<file path="src/rtl/plin_pkg.sv">
// Shared types and constants for the piecewise linear interpolator.
// Holds stream field widths, controller/datapath command and status codes.
// No dependencies.
package plin_pkg;

    localparam int VAL_W      = 32;
    localparam int IDX_W      = 6;
    localparam int CNT_W      = 7;
    localparam int STAT_W     = 2;
    localparam int IN_DATA_W  = 104;
    localparam int OUT_DATA_W = 40;
    localparam int DIV_STEPS  = 32;
    localparam int STEP_W     = 5;
    localparam int OP_W       = 4;
    localparam int SEL_W      = 2;

    localparam logic REQ_LOAD  = 1'b0;
    localparam logic REQ_QUERY = 1'b1;

    localparam logic [STAT_W-1:0] CLAMP_NONE = 2'd0;
    localparam logic [STAT_W-1:0] CLAMP_LOW  = 2'd1;
    localparam logic [STAT_W-1:0] CLAMP_HIGH = 2'd2;

    // Table read address selection.
    localparam logic [SEL_W-1:0] RD_FIRST = 2'd0;
    localparam logic [SEL_W-1:0] RD_LAST  = 2'd1;
    localparam logic [SEL_W-1:0] RD_CNT   = 2'd2;
    localparam logic [SEL_W-1:0] RD_NEXT  = 2'd3;

    // Datapath operations.
    localparam logic [OP_W-1:0] OP_IDLE       = 4'd0;
    localparam logic [OP_W-1:0] OP_START      = 4'd1;
    localparam logic [OP_W-1:0] OP_CLAMP_LO   = 4'd2;
    localparam logic [OP_W-1:0] OP_KEEP_LEFT  = 4'd3;
    localparam logic [OP_W-1:0] OP_CLAMP_HI   = 4'd4;
    localparam logic [OP_W-1:0] OP_ADVANCE    = 4'd5;
    localparam logic [OP_W-1:0] OP_TAKE_RIGHT = 4'd6;
    localparam logic [OP_W-1:0] OP_MUL_B      = 4'd7;
    localparam logic [OP_W-1:0] OP_MUL_A      = 4'd8;
    localparam logic [OP_W-1:0] OP_ADD        = 4'd9;
    localparam logic [OP_W-1:0] OP_DIV_STEP   = 4'd10;
    localparam logic [OP_W-1:0] OP_FIX        = 4'd11;
    localparam logic [OP_W-1:0] OP_PUSH       = 4'd12;

    typedef logic signed [VAL_W-1:0] val_t;

    typedef struct packed {
        logic              wr_en;
        logic [OP_W-1:0]   op;
        logic [SEL_W-1:0]  rd_sel;
    } cmd_t;

    typedef struct packed {
        logic le_first;
        logic ge_last;
        logic more;
        logic out_free;
    } stat_t;

endpackage

</file>
<file path="src/rtl/plin_ctrl.sv">
// Controller state machine for the piecewise linear interpolator.
// Sequences table reads, section scan, multiply, divide and result hand-off.
// Depends on plin_pkg.
module plin_ctrl (
    input  logic            clk,
    input  logic            rst_n,
    input  logic            s_tvalid,
    input  logic            req_type,
    output logic            s_tready,
    input  plin_pkg::stat_t stat,
    output plin_pkg::cmd_t  cmd
);
    import plin_pkg::*;

    localparam logic [3:0] ST_IDLE  = 4'd0;
    localparam logic [3:0] ST_FIRST = 4'd1;
    localparam logic [3:0] ST_LAST  = 4'd2;
    localparam logic [3:0] ST_SCAN  = 4'd3;
    localparam logic [3:0] ST_MULA  = 4'd4;
    localparam logic [3:0] ST_MULB  = 4'd5;
    localparam logic [3:0] ST_ADD   = 4'd6;
    localparam logic [3:0] ST_DIV   = 4'd7;
    localparam logic [3:0] ST_FIX   = 4'd8;
    localparam logic [3:0] ST_OUT   = 4'd9;

    logic [3:0]        state_reg;
    logic [3:0]        state_next;
    logic [STEP_W-1:0] step_reg;
    logic [STEP_W-1:0] step_next;

    always_ff @(posedge clk or negedge rst_n)
    begin
        if (!rst_n)
        begin
            state_reg <= ST_IDLE;
            step_reg  <= '0;
        end
        else
        begin
            state_reg <= state_next;
            step_reg  <= step_next;
        end
    end

    always_comb
    begin
        state_next  = state_reg;
        step_next   = step_reg;
        s_tready    = 1'b0;
        cmd.wr_en   = 1'b0;
        cmd.op      = OP_IDLE;
        cmd.rd_sel  = RD_FIRST;
        unique case (state_reg)
            ST_IDLE:
            begin
                s_tready = 1'b1;
                if (s_tvalid)
                begin
                    if (req_type == REQ_QUERY)
                    begin
                        cmd.op     = OP_START;
                        cmd.rd_sel = RD_FIRST;
                        state_next = ST_FIRST;
                    end
                    else
                    begin
                        cmd.wr_en = 1'b1;
                    end
                end
            end
            ST_FIRST:
            begin
                if (stat.le_first)
                begin
                    cmd.op     = OP_CLAMP_LO;
                    state_next = ST_OUT;
                end
                else
                begin
                    cmd.op     = OP_KEEP_LEFT;
                    cmd.rd_sel = RD_LAST;
                    state_next = ST_LAST;
                end
            end
            ST_LAST:
            begin
                if (stat.ge_last)
                begin
                    cmd.op     = OP_CLAMP_HI;
                    state_next = ST_OUT;
                end
                else
                begin
                    cmd.rd_sel = RD_CNT;
                    state_next = ST_SCAN;
                end
            end
            ST_SCAN:
            begin
                if (stat.more)
                begin
                    cmd.op     = OP_ADVANCE;
                    cmd.rd_sel = RD_NEXT;
                end
                else
                begin
                    cmd.op     = OP_TAKE_RIGHT;
                    state_next = ST_MULA;
                end
            end
            ST_MULA:
            begin
                cmd.op     = OP_MUL_B;
                state_next = ST_MULB;
            end
            ST_MULB:
            begin
                cmd.op     = OP_MUL_A;
                state_next = ST_ADD;
            end
            ST_ADD:
            begin
                cmd.op     = OP_ADD;
                step_next  = '0;
                state_next = ST_DIV;
            end
            ST_DIV:
            begin
                cmd.op = OP_DIV_STEP;
                if (step_reg == STEP_W'(DIV_STEPS - 1))
                begin
                    state_next = ST_FIX;
                end
                else
                begin
                    step_next = step_reg + STEP_W'(1);
                end
            end
            ST_FIX:
            begin
                cmd.op     = OP_FIX;
                state_next = ST_OUT;
            end
            ST_OUT:
            begin
                if (stat.out_free)
                begin
                    cmd.op     = OP_PUSH;
                    state_next = ST_IDLE;
                end
            end
            default:
            begin
                state_next = ST_IDLE;
            end
        endcase
    end

endmodule

</file>
<file path="config.mk">
export PLATFORM = sky130hd
export DESIGN_NAME = plin_ctrl
export DESIGN_NICKNAME = d
export VERILOG_FILES = /design/src/rtl/plin_pkg.sv /design/src/rtl/plin_ctrl.sv
export SDC_FILE = /design/constraint.sdc
export NUM_CORES = 1
export LEC_CHECK = 0
export BUFFER_PORTS_ARGS = -buffer_cell sky130_fd_sc_hd__buf_4
export CORE_MARGIN = 2
export CORE_UTILIZATION = 56
export CTS_CLUSTER_DIAMETER = 30
export DETAILED_ROUTE_END_ITERATION = 10
export PLACE_DENSITY = 0.85
export SETUP_SLACK_MARGIN = 0.3
export SLEW_MARGIN = 20
export SYNTH_ARGS = -nofsm -noshare
export SYNTH_HDL_FRONTEND = slang
export SYNTH_SLANG_ARGS = --single-unit
</file>
<file path="constraint.sdc">
create_clock -name clk -period 3.15 [get_ports clk]
set_input_delay 0.4725 -clock clk [delete_from_list [all_inputs] [get_ports clk]]
set_output_delay 0.4725 -clock clk [all_outputs]
set_load 0.01 [all_outputs]
</file>
==> summary.md <==
| Metric | Value |
|---|---|
| Outcome | `complete, no violations` |
| Worst path cell trace | `or2_1 > nor3_1 > nand3_1 > o21ai_1 > buf_4` |
| Row cnt | `13` |
| Tmin final | `approximately 2.4 ns` |
| Antenna violations before repair | `0` |
| CTS Sinks | `9` |
| I/O pin cnt | `16` |
| Avg WL per Cell | `13.8 um` |
| Tightest Pin Transition | `0.780 ns` |
| CP max stage delay | `0.66 ns` |
| Max Cap Viol | `0` |
| Unrepaired setup endpoints after global routing | `no` |
| Syn Nets | `~110` |
| Worst relative slew slack | `48.0%` |
| Fmax | `417 MHz` |
| Asr flop ratio synth | `between 90% and 100%` |
| Die width | `roughly 41 um` |
| Gate Count Post-Synth | `99` |
| HPWL after DPL | `1.23 mm` |
| Synth Warn # | `0` |
| R2r worst-path depth | `7` |
| Vias | `754` |
| Maximum clock path buffer count | `2` |
| CP Launch Type | `flip-flop` |
| Crit. End Element | `primary output` |
| Hold WC Path Type | `input pin to async pin` |
| Largest register FFs | `5` |
| Reg-to-Reg Start | `step_reg[0]$_DFFE_PN0P_` |
| IO Port Bufs | `15` |
| Reg-to-reg endpoint | `state_reg[0]$_DFFE_PN0P_` |
| # hold bufs at CTS | `0` |
| # nets final | `121` |
| Final WL | `around 1.7 mm` |
| Number of synthesized flops with an enable pin | `0` |
| DRC | `0` |
| CTS tree | `done` |
| PD cells | `between 900 and 1000 nW/um^2` |
| Buf+Inv Stages, Crit Path | `1` |
| Layout cells sized above 1 | `20.0%` |
| Vert. Die Dim | `41.3 um` |
| First-pass GRT wire length | `2.53 mm` |
| Setup crit end | `cmd[2]` |
| CTS root buf | `clkbuf_4` |
| Syn_area_per_cell | `7.86 um^2` |
| Crit Path Max Fanout | `28` |
| Synth unique cells | `38` |
| Vias in the first global route | `602` |
| Max IR drop VDD | `about 0.54 mV` |
| Clock slew at reported path FFs | `0.06 ns` |
| P&R area growth vs syn | `15.3%` |
| Final period util | `roughly three quarters` |
| GRT Total Usage | `22.4%` |
| ANT nets after route | `0` |
| Final core utilization | `68.9%` |
| Num CTS Buffers | `3` |
| Final setup vio count | `0` |
| Setup TNS | `0 ns` |
| Delay-heaviest family, CP | `simple AND/OR/NAND/NOR gates` |
| Sequential-to-total area share from yosys stat | `28.9%` |
| Yosys top cell area share | `approximately 29%` |
| First-iteration detailed-routing DRC count | `10` |
| # diodes | `0` |
| Levels on crit path | `5` |
| Worst Path Required | `2.68 ns` |
| #FFs+latches synth | `9` |
| Reg-to-reg slack, setup | `1.11 ns` |
| GP Congestion | `0.753` |
| Core area | `1300 um^2` |
| Die area | `1700 um^2` |
| Ys flop type | `dfrtp_1` |
| Slew Limit Fails | `0` |
| Vias per cell | `6.03` |
| TritonRoute pass-1 iters | `4` |
| GRT overflow | `0` |
| CP arrival | `around 1.9 ns` |
| Starting Density | `59.8%` |
| Worst Setup SP | `state_reg[0]$_DFFE_PN0P_` |
| Layout Skew | `0.00630 ns` |
| Clk Latency, worst-skew pair | `around 0.26 ns` |
| Static leakage | `0.410 nW` |
| Dominant cells by area after synthesis | `dfrtp_1 29%, a22o_1 5.6%, nand2_1 4.8%, a21oi_1 4.5%, nor2_1 3.9%` |
| CP Class | `flip-flop to primary output` |
| Pin count of the biggest net entering global routing | `29` |
| CP max stage cell | `dfrtp_1` |
| Worst hold slack | `0.0228 ns` |
| Post-CTS setup repair buffer count | `0` |
| H-tree depth | `1` |
| Hold Fails Final Rpt | `0` |
| Largest area contributor in the netlist | `dfrtp_1` |
| PostCTS Resize Cnt | `0` |
| Netlist Area Pre-Place | `778 um^2` |
==> area by class of cell <==
type | count | area [um^2]
Timing Repair Buffer | 15 | 113
Sequential cell | 9 | 225
Inverter | 2 | 7.51
Clock buffer | 4 | 26.3
Multi-Input combinational cell | 80 | 507
Tap cell | 15 | 18.8
Fill cell | 107 | 404
==> worst min path at each step <==
stage	startpoint	end	slack (ns)	cells after the start
after detailed placement	rst_n	state_reg[2]$_DFFE_PN0P_	0.30	1
final	rst_n	state_reg[2]$_DFFE_PN0P_	0.02	1
after global routing	rst_n	state_reg[2]$_DFFE_PN0P_	0.01	1
after floorplan	rst_n	state_reg[0]$_DFFE_PN0P_	0.18	0
after CTS	rst_n	state_reg[2]$_DFFE_PN0P_	0.02	1
after global placement	rst_n	step_reg[0]$_DFFE_PN0P_	0.30	1
==> Yosys cell counts (all sizes together), types with 2 or more instances <==
| library cell | number |
|---|---|
| a31oi | 2 |
| clkbuf | 4 |
| nand4b | 2 |
| ha | 2 |
| inv | 2 |
| nor2b | 3 |
| nand2 | 10 |
| nor2 | 8 |
| nor3 | 2 |
| o22ai | 2 |
| a22o | 5 |
| or3 | 2 |
| o21ai | 8 |
| a21oi | 8 |
| and3 | 3 |
| mux2 | 2 |
| nand3b | 2 |
| dfrtp | 9 |
| nand3 | 4 |
| o21a | 2 |
| buf | 4 |
| nand2b | 2 |
==> power by group <==
part           internal [mW]  total (mW)  leakage, nW  switching, mW
Combinational          0.267       0.481        0.282          0.214
Sequential             0.157       0.309        0.113          0.153
Clock                 0.0487      0.0877       0.0150         0.0389
Total                  0.472       0.877        0.410          0.405
==> logic make-up (layout without fill, tap and decap cells) <==
group                    count (synthesis)  count (layout)  synth area share, %
adder cells (fa/ha/maj)                  2               2                 3.21
XOR/XNOR                                 1               1                 1.13
flip-flops                               9               9                 28.9
multiplexers                             2               2                 3.38
AND/OR/NAND/NOR                         40              40                 27.0
buffers and inverters                   10              21                 5.95
AO/OA/AOI/OAI                           35              35                 30.4
==> cells in the final DEF, fill, tap and decap left out, drive strengths merged, types with 2 or more instances in the layout <==
cell    Yosys  routed
ha          2       2
o22ai       2       2
a21oi       8       8
o21a        2       2
dfrtp       9       9
a22o        5       5
o21ai       8       8
nand2      10      10
nand2b      2       2
inv         2       2
mux2        2       2
and3        3       3
nand3       4       4
nor2        8       8
buf         4      15
clkbuf      4       4
nand3b      2       2
or3         2       2
nand4b      2       2
a31oi       2       2
nor3        2       2
nor2b       3       3
==> metrics by stage <==
stage / std cells / power, mW / setup WS, ns / instance area, um^2
floorplan: 99 / 0.650 / 1.25 / 778
global placement: 121 / 0.778 / 1.10 / 871
detailed placement: 121 / 0.789 / 1.04 / 871
CTS: 125 / 0.879 / 0.755 / 897
global route: 125 / 0.956 / 0.516 / 897
finish: 125 / 0.877 / 0.749 / 897
==> worst reg2reg max path, cell delays in order, from the launching register on <==
cell and delay (ns):
dfrtp_1 0.42, ha_1 0.24, and3_1 0.19, ha_1 0.28, nand4b_1 0.23, a21oi_2 0.20
a21oi_1 0.07, mux2_4 0.30
==> layer usage <==
metal / vias up / part of all wire (%) / GRT usage, % / routed length [um]
met5: - / 0 / 0 / 0
met4: 0 / 0.69 / 12.1 / 12
met3: 2 / 2.4 / 3.26 / 41
met2: 12 / 49 / 37.5 / 842
met1: 346 / 48 / 27.1 / 830
li1: 394 / - / - / -
(Power assumes the default switching activity.)
